--- src/rtl/spl_pkg.sv ---
// Shared constants, types and helpers of the stereo peak level meter.
package spl_pkg;

	localparam int HISTORY_DEPTH = 5;
	localparam int SAMPLE_W      = 16;
	localparam int LEVEL_W       = 16;
	localparam int PEAK_W        = 16;
	localparam int LEN_W         = 13;
	localparam int COUNT_W       = 12;
	localparam int PEAK_MAX      = 32768;

	localparam logic [LEN_W-1:0] WINDOW_RESET = 13'd100;
	localparam logic [LEN_W-1:0] WINDOW_MAX   = 13'd4096;

	localparam int FILL_W   = $clog2(HISTORY_DEPTH + 1);
	localparam int PTR_W    = (HISTORY_DEPTH > 1) ? $clog2(HISTORY_DEPTH) : 1;
	localparam int SUM_W    = $clog2(HISTORY_DEPTH * PEAK_MAX + 1);
	localparam int DIVCNT_W = $clog2(SUM_W + 1);

	// power of two, pointers wrap on their own
	localparam int QUEUE_DEPTH = 4;
	localparam int QPTR_W      = $clog2(QUEUE_DEPTH);
	localparam int QCNT_W      = $clog2(QUEUE_DEPTH + 1);

	typedef struct packed {
		logic              channel;
		logic [PEAK_W-1:0] peak;
	} spl_word_t;

	typedef struct packed {
		logic full;
		logic empty;
	} spl_qstat_t;

	// |s| with -32768 giving 32768 (fits unsigned 16 bits)
	function automatic logic [PEAK_W-1:0] magnitude(input logic [SAMPLE_W-1:0] s);
		logic [PEAK_W-1:0] neg;
		neg = ~s + 16'd1;
		return s[SAMPLE_W-1] ? neg : s;
	endfunction

endpackage

--- src/rtl/spl_front.sv ---
// Front end: window length register, per-channel peak tracking and window end detection.
module spl_front import spl_pkg::*; (
	input  logic                clk,
	input  logic                arst_n,
	input  logic                cfg_write,
	input  logic [LEN_W-1:0]    cfg_data,
	input  logic                push,
	input  logic signed [SAMPLE_W-1:0] sample,
	input  logic                channel,
	input  spl_qstat_t          q_stat,
	output logic                q_push,
	output spl_word_t           q_word
);

	logic [LEN_W-1:0]   window_length_q;
	logic [PEAK_W-1:0]  peak_q [2];
	logic [COUNT_W-1:0] count_q [2];

	logic               accept;
	logic [PEAK_W-1:0]  mag;
	logic [PEAK_W-1:0]  pk_cur;
	logic [PEAK_W-1:0]  pk_new;
	logic [LEN_W-1:0]   cnt_inc;
	logic [LEN_W-1:0]   eff_len;
	logic               done;

	always_comb begin
		accept  = push && !q_stat.full;
		mag     = magnitude(sample);
		pk_cur  = peak_q[channel];
		pk_new  = (mag > pk_cur) ? mag : pk_cur;
		cnt_inc = {1'b0, count_q[channel]} + 13'd1;
		priority if (window_length_q == '0) begin
			eff_len = 13'd1;
		end else if (window_length_q > WINDOW_MAX) begin
			eff_len = WINDOW_MAX;
		end else begin
			eff_len = window_length_q;
		end
		done           = (cnt_inc >= eff_len);
		q_push         = accept && done;
		q_word.channel = channel;
		q_word.peak    = pk_new;
	end

	always_ff @(posedge clk or negedge arst_n) begin
		if (!arst_n) begin
			window_length_q <= WINDOW_RESET;
			peak_q[0]       <= '0;
			peak_q[1]       <= '0;
			count_q[0]      <= '0;
			count_q[1]      <= '0;
		end else begin
			if (cfg_write) begin
				window_length_q <= cfg_data;
			end
			if (accept) begin
				if (done) begin
					peak_q[channel]  <= '0;
					count_q[channel] <= '0;
				end else begin
					peak_q[channel]  <= pk_new;
					count_q[channel] <= cnt_inc[COUNT_W-1:0];
				end
			end
		end
	end

endmodule

--- src/rtl/spl_queue.sv ---
// Short word queue between the front end and the averaging back end.
module spl_queue import spl_pkg::*; (
	input  logic       clk,
	input  logic       arst_n,
	input  logic       push,
	input  spl_word_t  word_in,
	input  logic       pop,
	output spl_word_t  word_out,
	output spl_qstat_t stat
);

	spl_word_t         mem_q [QUEUE_DEPTH];
	logic [QPTR_W-1:0] wr_ptr_q;
	logic [QPTR_W-1:0] rd_ptr_q;
	logic [QCNT_W-1:0] cnt_q;

	logic do_push;
	logic do_pop;

	always_comb begin
		stat.full  = (cnt_q == QCNT_W'(QUEUE_DEPTH));
		stat.empty = (cnt_q == '0);
		do_push    = push && !stat.full;
		do_pop     = pop && !stat.empty;
		word_out   = mem_q[rd_ptr_q];
	end

	always_ff @(posedge clk) begin
		if (do_push) begin
			mem_q[wr_ptr_q] <= word_in;
		end
	end

	always_ff @(posedge clk or negedge arst_n) begin
		if (!arst_n) begin
			wr_ptr_q <= '0;
			rd_ptr_q <= '0;
			cnt_q    <= '0;
		end else begin
			if (do_push) begin
				wr_ptr_q <= wr_ptr_q + 1'b1;
			end
			if (do_pop) begin
				rd_ptr_q <= rd_ptr_q + 1'b1;
			end
			unique case ({do_push, do_pop})
				2'b10:   cnt_q <= cnt_q + 1'b1;
				2'b01:   cnt_q <= cnt_q - 1'b1;
				default: cnt_q <= cnt_q;
			endcase
		end
	end

	a_cnt_bound: assert property (@(posedge clk) disable iff (!arst_n)
		cnt_q <= QCNT_W'(QUEUE_DEPTH))
		else $error("queue count beyond depth");

	a_no_overflow: assert property (@(posedge clk) disable iff (!arst_n)
		push |-> !stat.full)
		else $error("front end pushed into a full queue");

endmodule

--- src/rtl/spl_back.sv ---
// Back end: peak history, running sum, serial divider and result register.
module spl_back import spl_pkg::*; (
	input  logic               clk,
	input  logic               arst_n,
	input  spl_qstat_t         q_stat,
	input  spl_word_t          q_word,
	output logic               q_pop,
	input  logic               pop,
	output logic               empty,
	output logic               out_channel,
	output logic [LEVEL_W-1:0] level
);

	localparam logic [1:0] ST_IDLE = 2'd0;
	localparam logic [1:0] ST_DIV  = 2'd1;
	localparam logic [1:0] ST_DONE = 2'd2;

	logic [1:0]          state_q;
	logic [PEAK_W-1:0]   hist_q [2][HISTORY_DEPTH];
	logic [SUM_W-1:0]    sum_q  [2];
	logic [FILL_W-1:0]   fill_q [2];
	logic [PTR_W-1:0]    ptr_q  [2];

	logic [SUM_W-1:0]    quo_q;
	logic [FILL_W-1:0]   rem_q;
	logic [FILL_W-1:0]   dvs_q;
	logic [DIVCNT_W-1:0] cnt_q;
	logic                ch_q;

	logic                out_valid_q;
	logic                out_channel_q;
	logic [LEVEL_W-1:0]  level_q;

	logic                take;
	logic                hc;
	logic                hist_full;
	logic [PEAK_W-1:0]   old_peak;
	logic [SUM_W-1:0]    sum_new;
	logic [FILL_W-1:0]   fill_new;
	logic [PTR_W-1:0]    ptr_new;
	logic [FILL_W:0]     part;
	logic [FILL_W:0]     part_sub;
	logic                ge;
	logic                out_free;
	logic                load_out;

	always_comb begin
		take      = (state_q == ST_IDLE) && !q_stat.empty;
		q_pop     = take;
		hc        = q_word.channel;
		hist_full = (fill_q[hc] == FILL_W'(HISTORY_DEPTH));
		// evicted peak leaves the sum once the history wraps
		old_peak  = hist_full ? hist_q[hc][ptr_q[hc]] : '0;
		sum_new   = sum_q[hc] - SUM_W'(old_peak) + SUM_W'(q_word.peak);
		fill_new  = hist_full ? fill_q[hc] : fill_q[hc] + 1'b1;
		ptr_new   = (ptr_q[hc] == PTR_W'(HISTORY_DEPTH - 1)) ? '0 : ptr_q[hc] + 1'b1;

		// restoring divide, one quotient bit per cycle
		part      = {rem_q, quo_q[SUM_W-1]};
		part_sub  = part - {1'b0, dvs_q};
		ge        = (part >= {1'b0, dvs_q});

		out_free  = !out_valid_q || pop;
		load_out  = (state_q == ST_DONE) && out_free;

		empty       = !out_valid_q;
		out_channel = out_channel_q;
		level       = level_q;
	end

	always_ff @(posedge clk) begin
		if (take) begin
			hist_q[hc][ptr_q[hc]] <= q_word.peak;
			quo_q                 <= sum_new;
			rem_q                 <= '0;
			dvs_q                 <= fill_new;
			ch_q                  <= hc;
		end else if (state_q == ST_DIV) begin
			quo_q <= {quo_q[SUM_W-2:0], ge};
			rem_q <= ge ? part_sub[FILL_W-1:0] : part[FILL_W-1:0];
		end
		if (load_out) begin
			level_q       <= quo_q[LEVEL_W-1:0];
			out_channel_q <= ch_q;
		end
	end

	always_ff @(posedge clk or negedge arst_n) begin
		if (!arst_n) begin
			state_q     <= ST_IDLE;
			cnt_q       <= '0;
			out_valid_q <= 1'b0;
			sum_q[0]    <= '0;
			sum_q[1]    <= '0;
			fill_q[0]   <= '0;
			fill_q[1]   <= '0;
			ptr_q[0]    <= '0;
			ptr_q[1]    <= '0;
		end else begin
			unique case (state_q)
				ST_IDLE: begin
					if (take) begin
						sum_q[hc]  <= sum_new;
						fill_q[hc] <= fill_new;
						ptr_q[hc]  <= ptr_new;
						cnt_q      <= '0;
						state_q    <= ST_DIV;
					end
				end
				ST_DIV: begin
					cnt_q <= cnt_q + 1'b1;
					if (cnt_q == DIVCNT_W'(SUM_W - 1)) begin
						state_q <= ST_DONE;
					end
				end
				ST_DONE: begin
					if (out_free) begin
						state_q <= ST_IDLE;
					end
				end
				default: begin
					state_q <= ST_IDLE;
				end
			endcase

			if (load_out) begin
				out_valid_q <= 1'b1;
			end else if (pop) begin
				out_valid_q <= 1'b0;
			end
		end
	end

	a_fill_bound: assert property (@(posedge clk) disable iff (!arst_n)
		(fill_q[0] <= FILL_W'(HISTORY_DEPTH)) && (fill_q[1] <= FILL_W'(HISTORY_DEPTH)))
		else $error("history fill beyond depth");

	a_mean_range: assert property (@(posedge clk) disable iff (!arst_n)
		(state_q == ST_DONE) |-> (quo_q <= SUM_W'(PEAK_MAX)))
		else $error("mean above largest peak");

	a_div_len: assert property (@(posedge clk) disable iff (!arst_n)
		$rose(state_q == ST_DONE) |-> $past(cnt_q) == DIVCNT_W'(SUM_W - 1))
		else $error("divider left early");

endmodule

--- src/rtl/stereo_peak_level_meter_unit.sv ---
// Top level of the stereo peak level meter.
//
// Input words carry one signed 16-bit PCM sample and its channel (0 left,
// 1 right). A word is taken on a clock edge with push high and full low.
// Each channel counts its own samples; after window_length samples of a
// channel (0 acts as 1, above 4096 as 4096) that window's peak magnitude
// goes into a five-deep history and a result word is produced: the channel
// and the truncated mean of the valid history peaks.
// Results come out like a queue: while empty is low the oldest result sits
// on out_channel/level and leaves on an edge with pop high.
// cfg_write/cfg_data load window_length (reset 100); write only while idle.
//
// Throughput: the front end takes one sample per cycle while its 4-word
// queue has room. Each window end keeps the back end busy through the
// one-bit-per-cycle mean divider; no new word is taken until its result
// is loaded, so full rises when windows end faster than it clears them.
// Path: window peak, queue, history and sum, divider, result register.
// Stall: with pop low the result register holds; the back end then waits,
// the queue fills and full goes high. Reset clears peaks, counts, history
// fill and all queues; history contents need no clearing.
module stereo_peak_level_meter_unit import spl_pkg::*; (
	input  logic                       clk,
	input  logic                       arst_n,
	input  logic                       cfg_write,
	input  logic [LEN_W-1:0]           cfg_data,
	input  logic                       push,
	output logic                       full,
	input  logic signed [SAMPLE_W-1:0] sample,
	input  logic                       channel,
	input  logic                       pop,
	output logic                       empty,
	output logic                       out_channel,
	output logic [LEVEL_W-1:0]         level
);

	spl_qstat_t q_stat;
	spl_word_t  f_word;
	spl_word_t  b_word;
	logic       f_push;
	logic       b_pop;

	// window peaks per channel
	spl_front u_front (
		.clk       (clk),
		.arst_n    (arst_n),
		.cfg_write (cfg_write),
		.cfg_data  (cfg_data),
		.push      (push),
		.sample    (sample),
		.channel   (channel),
		.q_stat    (q_stat),
		.q_push    (f_push),
		.q_word    (f_word)
	);

	// decouples sample intake from the slow averaging
	spl_queue u_queue (
		.clk      (clk),
		.arst_n   (arst_n),
		.push     (f_push),
		.word_in  (f_word),
		.pop      (b_pop),
		.word_out (b_word),
		.stat     (q_stat)
	);

	// history, mean and result register
	spl_back u_back (
		.clk         (clk),
		.arst_n      (arst_n),
		.q_stat      (q_stat),
		.q_word      (b_word),
		.q_pop       (b_pop),
		.pop         (pop),
		.empty       (empty),
		.out_channel (out_channel),
		.level       (level)
	);

	assign full = q_stat.full;

endmodule

--- config.mk ---
export PLATFORM = sky130hd
export DESIGN_NAME = stereo_peak_level_meter_unit
export DESIGN_NICKNAME = d
export VERILOG_FILES = /design/src/rtl/spl_pkg.sv /design/src/rtl/spl_front.sv /design/src/rtl/spl_queue.sv /design/src/rtl/spl_back.sv /design/src/rtl/stereo_peak_level_meter_unit.sv
export SDC_FILE = /design/constraint.sdc
export NUM_CORES = 1
export LEC_CHECK = 0
export BUFFER_PORTS_ARGS = -buffer_cell sky130_fd_sc_hd__clkbuf_2
export CAP_MARGIN = 15
export CORE_MARGIN = 3
export CORE_UTILIZATION = 67
export CTS_CLUSTER_DIAMETER = 120
export DETAILED_ROUTE_END_ITERATION = 6
export PLACE_DENSITY = 0.89
export SYNTH_ARGS = -nofsm -noshare
export SYNTH_HDL_FRONTEND = slang
export SYNTH_SLANG_ARGS = --single-unit
export TNS_END_PERCENT = 10
--- constraint.sdc ---
create_clock -name clk -period 11.5 [get_ports clk]
set_clock_uncertainty 0.05 [all_clocks]
set_input_delay 2.3 -clock clk [delete_from_list [all_inputs] [get_ports clk]]
set_output_delay 2.3 -clock clk [all_outputs]
set_load 0.05 [all_outputs]
==> metrics.txt, run 1 <==
average size of a mapped cell 12.72 um2; final setup TNS 0 ns; Pint 3.887 mW; Comb pwr share 48.2%; min Tclk post-route 6.942 ns; Nets 1676; P&R area growth vs syn 10.22%; Rows 61; die footprint 0.03085 mm2; final worst setup slack 4.558 ns; EDFF count, synth 267; Final Hold Vio Count 0; vias 12687; die height 175.7 um; Detailed Place HPWL 25840 um; power per cell area 315.7 mW/mm2; # diodes 0; Non-Filler Instances 1970; kind of critical path in -> reg; Final period util 60.37%; Switching Fraction 42.07%; R2R setup slack 4.81 ns; clock buffer count from CTS 40; clk sink count 402; layout cell share with drive strength beyond 1 14.76%; I/O Buffers 53; Max clock buf depth 3; H-tree level count 2; Mapped Cells 1516; Final Total Pwr 6.710 mW; met2 wire length 21640 um; core footprint 0.02809 mm2; top cells by count, synth 267 x edfxtp_1, 159 x nand2_1, 129 x dfrtp_1; first-pass GRT wire length 67070 um; Async S/R FF share, synth 32.84%; critical path peak fanout 48; largest net degree at the start of global routing 84; leading post-synthesis cells by cell area edfxtp_1 42%, dfrtp_1 17%, mux2i_1 4.2%, ha_1 4.1%, nand2_1 3.1%; DP Worst Slack 4.144 ns; Unique masters post-synth 74; status finished clean; top routing layer in use met4; Global Route Usage Sum 27.29%; Clock Latency Late Sink 0.55 ns; top-count cell post-synth edfxtp_1; drc violations 0; maximum clock frequency 144.0 MHz; vias per std cell 6.440; area leader, netlist edfxtp_1; DR WL/cell 21.22 um; drt pass-1 iters 6; HP Class reg -> reg; Chip Width 175.7 um; Rel. slew slack 26.19%; Syn Nets 1632; arrival time worst endpoint 7.04 ns; net switching power 2.823 mW; leakage power 8.395 nW; Clk pwr share 19.1%; Util after Layout 75.67%; Main synth FF type edfxtp_1; vias in the first global route 12907; Post-CTS Setup Bufs 0; area share of the largest cell type after synthesis 41.58%; met3 wire length 2743 um; sequential share of power 32.6%; Pins Over Slew Limit 0; Critical Path End Type register; GRT overflow 0; CTS Root Cell clkbuf_16; Starting DRT DRC Count 1389; register area share after synthesis 59.04%; CTS tree yes; worst slew pin tran 1.107 ns; total number of yosys warnings 0; initial antenna violation count 0; crit path launch type input port; # IOs 54; Post-DP Area 0.01991 mm2; met1 wire length 16200 um; final setup fails 0; # hold bufs at CTS 0; gp weighted congestion 0.8839; Max Cap Viol 0; clock-pin slew on the worst setup and hold paths 0.06 ns; Initial Utilization 68.66%; synthesized cell area 0.01928 mm2; # placed instances 1893; number of gates resized after cts 0; final WL 41800 um; Final ANT Viol Nets 0; Synth Register Bits 402; VDD IR max 0.2629 mV; Worst EP required 11.60 ns; Finished Cell Area 0.02125 mm2; Worst Hold Margin 0.3803 ns; RSZ-0062 raised after global routing false
==> registers in the layout, summed over array words and instances (netlist names), 13 cells and up <==
register                 flops
u_back.quo_q                18
u_back.level                16
u_queue.mem_q               68
u_back.sum_q                36
u_front.count_q             24
u_back.hist_q              160
u_front.window_length_q     13
u_front.peak_q              32
==> layout make-up <==
class / instances / area (um2)
sequential: 402 / 11390
multi-input combinational: 964 / 7327
fill: 1646 / 6833
clock buffer: 49 / 1065
timing repair buffer: 79 / 490.5
tap: 378 / 473.0
inverter: 73 / 274.0
clock inverter: 25 / 237.7
==> logic make-up after synthesis <==
kind of cell	after synthesis	synth area share, %
DFF	402	59.04
and+or+nand+nor	387	9.895
AOI/OAI and AO/OA	305	10.65
buffers and inverters	150	3.238
muxes	144	9.084
adders and majority gates	81	5.956
xor gates and xnor gates	47	2.135
==> per-layer routing <==
layer	GRT usage, %	up-vias
li1	-	5721
met1	35.64	6318
met2	47.78	544
met3	3.480	104
met4	9.304	0
met5	0	-
==> power by group through the flow <==
stage                     combinational (mW)  clock [mW]  sequential, mW
after global routing                    3.52        1.35            2.22
after detailed placement                3.10           0            2.20
after global placement                  2.97           0            2.19
after floorplan                         2.36           0            2.12
after CTS                               3.17        1.29            2.18
final                                   3.24        1.28            2.19
==> worst max-delay path, stage by stage <==
cell and delay, ns:
clkbuf_2 0.08, buf_4 0.48, mux2_2 0.28, ha_1 0.19, inv_1 0.07, a211oi_1 0.31
and2_1 0.28, nand3_1 0.11, xnor2_1 0.25, inv_1 0.08, ha_1 0.30, and4_1 0.22
nor4bb_1 0.67, nor2_1 0.17, nor2b_1 0.46, and2_1 0.76
==> worst paths after layout <==
kind	from	endpoint	cells past startpoint
max	channel	u_queue.mem_q[0][4]$_DFFE_PP_	16
min	u_back.ch_q$_DFFE_PP_	u_back.out_channel$_DFFE_PP_	0
max reg2reg	u_queue.rd_ptr_q[1]$_DFFE_PN0P_	u_back.quo_q[16]$_DFFE_PP_	13
min reg2reg	u_back.ch_q$_DFFE_PP_	u_back.out_channel$_DFFE_PP_	0
max in group asynchronous	arst_n	u_back.sum_q[1]$_DFFE_PN0P_	2
min in group asynchronous	arst_n	u_back.ptr_q[3]$_DFFE_PN0P_	1
==> placed cells by master (no fill, tap or decap), drive strengths merged, types with 5 or more instances in the layout <==
cell type	instances
nor3	26
mux2i	83
or3	13
o21ai	74
nor2	48
and2	6
xor2	27
a22o	45
nand4	11
clkbuf	101
nand3	29
edfxtp	267
mux2	42
clkinv	17
xnor2	20
and3	10
nor3b	5
dfrtp	129
a21o	9
a311oi	17
fa	18
o22ai	15
nor2b	39
buf	27
nand2b	15
nor4	7
mux4	19
ha	63
or4	9
a31oi	10
inv	76
a21oi	66
a211oi	35
nand2	159
Power figures use the tool's default switching activity.
==> inputs of run 2 (changes only) <==
--- a/config.mk
+++ b/config.mk
@@ -8,10 +8,10 @@
 export BUFFER_PORTS_ARGS = -buffer_cell sky130_fd_sc_hd__clkbuf_2
 export CAP_MARGIN = 15
 export CORE_MARGIN = 3
-export CORE_UTILIZATION = 67
+export CORE_UTILIZATION = 63
 export CTS_CLUSTER_DIAMETER = 120
 export DETAILED_ROUTE_END_ITERATION = 6
-export PLACE_DENSITY = 0.89
+export PLACE_DENSITY = 0.84
 export SYNTH_ARGS = -nofsm -noshare
 export SYNTH_HDL_FRONTEND = slang
 export SYNTH_SLANG_ARGS = --single-unit
==> constraint.sdc (replaced) <==
create_clock -name clk -period 7.05 [get_ports clk]
set_clock_uncertainty 0.05 [all_clocks]
set_input_delay 1.41 -clock clk [delete_from_list [all_inputs] [get_ports clk]]
set_output_delay 1.41 -clock clk [all_outputs]
set_load 0.05 [all_outputs]
==> run 2 against run 1 <==
  * Final area rose by 1.4%
  * Total power up 68%
  * Combinational power grew 64%
  * Clock power is 89% higher
  * Critical path depth is 2 lower
  * Sequential power is 63% higher
  * Register-to-register slack got worse by 3.8 ns
  * Setup slack worse by 3.5 ns
  * Cell count rose by 0.86%
  * Sequential cell count unchanged
  * First-iteration DRC count fell by 3.9%
  * The flow now finishes with violations (DRC)
  * Critical path type is now reg -> reg
==> metrics.txt, run 2 (synthesis results as in run 1) <==
Max Cap Viol 0; Max stage delay on crit path 1.00 ns; Detailed Place HPWL 26620 um; most used cell, CP a21oi_1; Post-CTS Setup Bufs 0; vias in the first global route 12542; R2R setup slack 1.05 ns; clk sink count 402; Starting DRT DRC Count 1335; HP Class reg -> reg; arrival time worst endpoint 6.41 ns; # hold bufs at CTS 0; Final Hold Vio Count 0; critical path depth 14; I/O Buffers 53; largest net degree at the start of global routing 76; critical path peak fanout 31; filler instances 1879; worst slew pin tran 1.163 ns; Worst Hold Margin 0.3681 ns; RR Endpoint u_back.sum_q[34]$_DFFE_PN0P_; Max clock buf depth 3; crit path launch type register; initial antenna violation count 0; Rows 63; Clock Latency Late Sink 0.54 ns; final setup fails 0; # IOs 54; R2R Path Start u_queue.rd_ptr_q[1]$_DFFE_PN0P_; vias per std cell 6.362; Slowest-stage cell, CP a21oi_2; layout cell share with drive strength beyond 1 15.34%; Rel. slew slack 22.48%; vias 12642; kind of critical path reg -> reg; number of gates resized after cts 0; DR WL/cell 21.32 um; r2r worst-path depth 14; Final ANT Viol Nets 0; delay-heaviest family, CP compound AO/OA/AOI/OAI gates; first-pass GRT wire length 67820 um; clock buffer count from CTS 41; gp weighted congestion 0.8561; GRT overflow 0; leakage power 8.534 nW; die footprint 0.03274 mm2; min Tclk post-route 6.000 ns; Worst setup startpoint u_queue.rd_ptr_q[1]$_DFFE_PN0P_; final setup TNS 0 ns; Final period util 85.11%; failing checks DRC; drc violations 4; final WL 42360 um; CTS Root Cell clkbuf_16; drt pass-1 iters 7; Initial Utilization 64.55%; status finished, violations left; Worst EP required 7.46 ns; RSZ-0062 raised after global routing false; commonest cells after routing, fill and taps aside 267 x edfxtp_1, 159 x nand2_1, 127 x dfrtp_1; Chip Width 181.0 um; # diodes 0; CP Cell Sequence buf_4, mux4_4, a21oi_2, o22ai_1, nor3_1, fa_1, inv_1, ha_1, a21oi_1, nor2_1, a2111oi_0, a21oi_1, or4_1, nand3_1; H-tree level count 2; Critical Path End Type register; maximum clock frequency 166.7 MHz; Nets 1680; P&R area growth vs syn 11.71%; Pins Over Slew Limit 0; CTS tree yes; die height 181.0 um; commonest non-fill, non-tap cell in the layout edfxtp_1; worst setup path end u_back.sum_q[34]$_DFFE_PN0P_; VDD IR max 0.3644 mV; Global Route Usage Sum 25.73%; clock-pin slew on the worst setup and hold paths 0.06 ns; power per cell area 524.8 mW/mm2; core footprint 0.02987 mm2; Largest register FFs 160; crit path buf inv count 2
## run 2: worst register-to-register path, cell delays in order, from the launching register on
cell       delay, ns
dfrtp_1         0.34
buf_4           0.27
mux4_4          0.75
a21oi_2         1.01
o22ai_1         0.33
nor3_1          0.37
fa_1            0.48
inv_1           0.08
ha_1            0.30
a21oi_1         0.20
nor2_1          0.07
a2111oi_0       0.64
a21oi_1         0.31
or4_1           0.62
nand3_1         0.12
## run 2: worst min path at each step
stage	startpoint	to	slack (ns)	cells past startpoint
after CTS	u_back.ch_q$_DFFE_PP_	u_back.out_channel$_DFFE_PP_	0.37	0
after floorplan	u_back.ch_q$_DFFE_PP_	u_back.out_channel$_DFFE_PP_	0.35	0
after global placement	u_back.ch_q$_DFFE_PP_	u_back.out_channel$_DFFE_PP_	0.36	0
final	u_back.ch_q$_DFFE_PP_	u_back.out_channel$_DFFE_PP_	0.37	0
after global routing	u_back.ch_q$_DFFE_PP_	u_back.out_channel$_DFFE_PP_	0.37	0
after detailed placement	u_back.ch_q$_DFFE_PP_	u_back.out_channel$_DFFE_PP_	0.36	0
## run 2: power breakdown
part	switching (mW)	total [mW]	internal, mW	leakage (nW)
clock	0.904	2.42	1.51	0.754
sequential	0.331	3.57	3.24	4.12
combinational	3.40	5.31	1.92	3.66
total	4.63	11.3	6.67	8.53
## run 2: metal layers
metal / share of wire [%] / up-vias / track usage [%]
met3: 6.8 / 111 / 3.342
met4: 3.2 / 0 / 8.257
met2: 51 / 572 / 44.04
met5: 0 / - / 0
met1: 39 / 6230 / 34.70
li1: - / 5729 / -
## run 2: stage by stage
step	power [mW]	worst slack, ns	instance area, um2	cells	utilization [%]
2_1_floorplan	7.298	1.201	19280	1516	-
3_3_place_gp	8.448	1.060	19960	1908	66.80
3_5_place_dp	8.712	0.8338	19960	1908	66.80
4_1_cts	11.22	1.010	21490	1984	71.93
5_1_grt	11.96	0.6467	21540	1987	72.11
6_report	11.31	1.050	21540	1987	72.11
## run 2: area by class of cell
class / instances / area [um2] / area share (%)
Timing Repair Buffer: 82 / 533.0 / 2.474
Inverter: 73 / 274.0 / 1.272
Tap cell: 390 / 488.0 / 2.265
Multi-Input combinational cell: 964 / 7327 / 34.01
Clock inverter: 18 / 341.6 / 1.586
Clock buffer: 58 / 1191 / 5.529
Sequential cell: 402 / 11390 / 52.86
==> inputs of run 3 (changes only) <==
--- a/config.mk
+++ b/config.mk
@@ -7,7 +7,6 @@
 export LEC_CHECK = 0
 export BUFFER_PORTS_ARGS = -buffer_cell sky130_fd_sc_hd__clkbuf_2
 export CAP_MARGIN = 15
-export CORE_MARGIN = 3
 export CORE_UTILIZATION = 63
 export CTS_CLUSTER_DIAMETER = 120
 export DETAILED_ROUTE_END_ITERATION = 6
==> run 3 against run 2 <==
  * The run now ends clean
  * Non-clock buffer count did not move
  * Total power fell by 3.2%
  * Critical path depth rose by 1
  * Setup slack improved by 0.21 ns
  * Utilization fell by 0.88 points
  * Critical endpoint is now u_queue.mem_q[0][4]$_DFFE_PP_
  * Worst hold slack improved by 0.0026 ns
  * Critical path type is now in -> reg
  * Final area fell by 1.2%
  * Die area fell by 4.4%
  * Clock-buffer cell count rose by 1
  * Combinational power barely moved
  * Sequential share of layout area rose by 0.65 points
  * Register-to-register slack improved by 0.30 ns
==> metrics.txt, run 3 (synthesis results as in run 1) <==
status finished clean; Rows 63; leakage power 8.405 nW; R2R setup slack 1.35 ns; DP Worst Slack 0.7890 ns; core footprint 0.02987 mm2; CTS Root Cell clkbuf_16; drt pass-1 iters 6; critical path peak fanout 20; number of gates resized after cts 0; Worst EP required 7.14 ns; CTS tree yes; final WL 42050 um; vias per std cell 6.318; crit path buf inv count 3; vias in the first global route 12533; Final period util 82.17%; final setup fails 0; crit path launch type input port; Global Route Usage Sum 27.39%; # IOs 54; Starting DRT DRC Count 1213; Pins Over Slew Limit 0; H-tree level count 2; R2R Path Start u_queue.rd_ptr_q[1]$_DFFE_PN0P_; P&R area growth vs syn 10.36%; die height 177.0 um; clock buffer count from CTS 41; Final Hold Vio Count 0; die footprint 0.03131 mm2; power per cell area 514.3 mW/mm2; clk sink count 402; vias 12554; Post-CTS Setup Bufs 0; I/O Buffers 53; Slowest-stage cell, CP and2_1; drc violations 0; final setup TNS 0 ns; RR Endpoint u_back.quo_q[10]$_DFFE_PP_; layout cell share with drive strength beyond 1 14.90%; CP Cell Sequence clkbuf_2, mux2_2, ha_1, inv_1, a211oi_1, and2_1, nand3_1, xnor2_1, inv_1, ha_1, and4_1, nor4bb_1, nor2_1, nor2b_1, and2_1; GRT overflow 0; initial antenna violation count 0; Final ANT Viol Nets 0; kind of critical path in -> reg; gp weighted congestion 0.8778; delay-heaviest family, CP simple AND/OR/NAND/NOR gates; Largest register FFs 160; clock-pin slew on the worst setup and hold paths 0.06 ns; r2r worst-path depth 17; largest net degree at the start of global routing 82; Critical Path End Type register; RSZ-0062 raised after global routing false; # diodes 0; HP Class reg -> reg; worst slew pin tran 1.183 ns; final worst setup slack 1.257 ns; Max Cap Viol 0; Nets 1680; worst setup path end u_queue.mem_q[0][4]$_DFFE_PP_; DR WL/cell 21.16 um; Chip Width 177.0 um; maximum clock frequency 172.6 MHz; commonest cells after routing, fill and taps aside 267 x edfxtp_1, 159 x nand2_1, 127 x dfrtp_1; # hold bufs at CTS 0; Rel. slew slack 20.95%; Max stage delay on crit path 0.79 ns; arrival time worst endpoint 5.89 ns; Final Total Pwr 10.95 mW; Detailed Place HPWL 26930 um; VDD IR max 0.4081 mV; Max clock buf depth 3; Worst setup startpoint channel; Initial Utilization 64.55%; Post-DP Area 0.01996 mm2; Clock Latency Late Sink 0.54 ns; commonest non-fill, non-tap cell in the layout edfxtp_1; Worst Hold Margin 0.3706 ns; critical path depth 15; first-pass GRT wire length 66260 um; min Tclk post-route 5.793 ns; Finished Cell Area 0.02128 mm2
-- run 3: stage by stage --
step	std cells	utilization [%]
4_1_cts	1986	71.18
3_3_place_gp	1910	66.80
6_report	1987	71.23
3_5_place_dp	1910	66.80
5_1_grt	1987	71.23
2_1_floorplan	1516	-
-- run 3: how the worst min path moves through the flow --
| stage | startpoint | endpoint | cells after the start |
|---|---|---|---|
| floorplan | u_back.ch_q$_DFFE_PP_ | u_back.out_channel$_DFFE_PP_ | 0 |
| global placement | u_back.ch_q$_DFFE_PP_ | u_back.out_channel$_DFFE_PP_ | 0 |
| detailed placement | u_back.ch_q$_DFFE_PP_ | u_back.out_channel$_DFFE_PP_ | 0 |
| CTS | u_back.ch_q$_DFFE_PP_ | u_back.out_channel$_DFFE_PP_ | 0 |
| global route | u_back.quo_q[3]$_DFFE_PP_ | u_back.level[3]$_DFFE_PP_ | 0 |
| finish | u_back.ch_q$_DFFE_PP_ | u_back.out_channel$_DFFE_PP_ | 0 |
-- run 3: where the power goes --
part	switching, mW	internal [mW]	total [mW]	leakage [nW]
clock	0.899	1.19	2.09	0.639
sequential	0.332	3.24	3.57	4.12
combinational	3.38	1.90	5.28	3.64
-- run 3: layout make-up --
| class | instances | area (um2) |
|---|---|---|
| flip-flops and latches | 402 | 11390 |
| fillers | 1916 | 8594 |
| multi-input cells | 964 | 7327 |
| clock buffers | 59 | 1196 |
| repair buffers | 82 | 496.7 |
| well taps | 390 | 488.0 |
| inverters | 73 | 274.0 |
| clock inverters | 17 | 111.4 |
-- run 3: worst register-to-register path, stage by stage (launching register included) --
cell and delay, ns:
dfrtp_1 0.35, buf_4 0.29, mux4_4 0.60, buf_4 0.33, nor3b_1 0.28, a31oi_2 0.14
buf_8 0.23, o22ai_1 0.35, nor3_1 0.13, fa_1 0.56, inv_1 0.09, fa_1 0.47
a21oi_1 0.23, o21ai_0 0.13, a21oi_1 0.31, o2bb2ai_1 0.20, o311ai_0 0.31, mux2_2 0.40
-- run 3: per-layer routing --
metal  routed length [um]  vias up  global-route usage, %
met4                 1362        0                  10.24
li1                     -     5720                      -
met1                16810     6263                  35.22
met5                    0        -                      0
met3                 2469      112                  3.479
met2                21410      459                  47.51
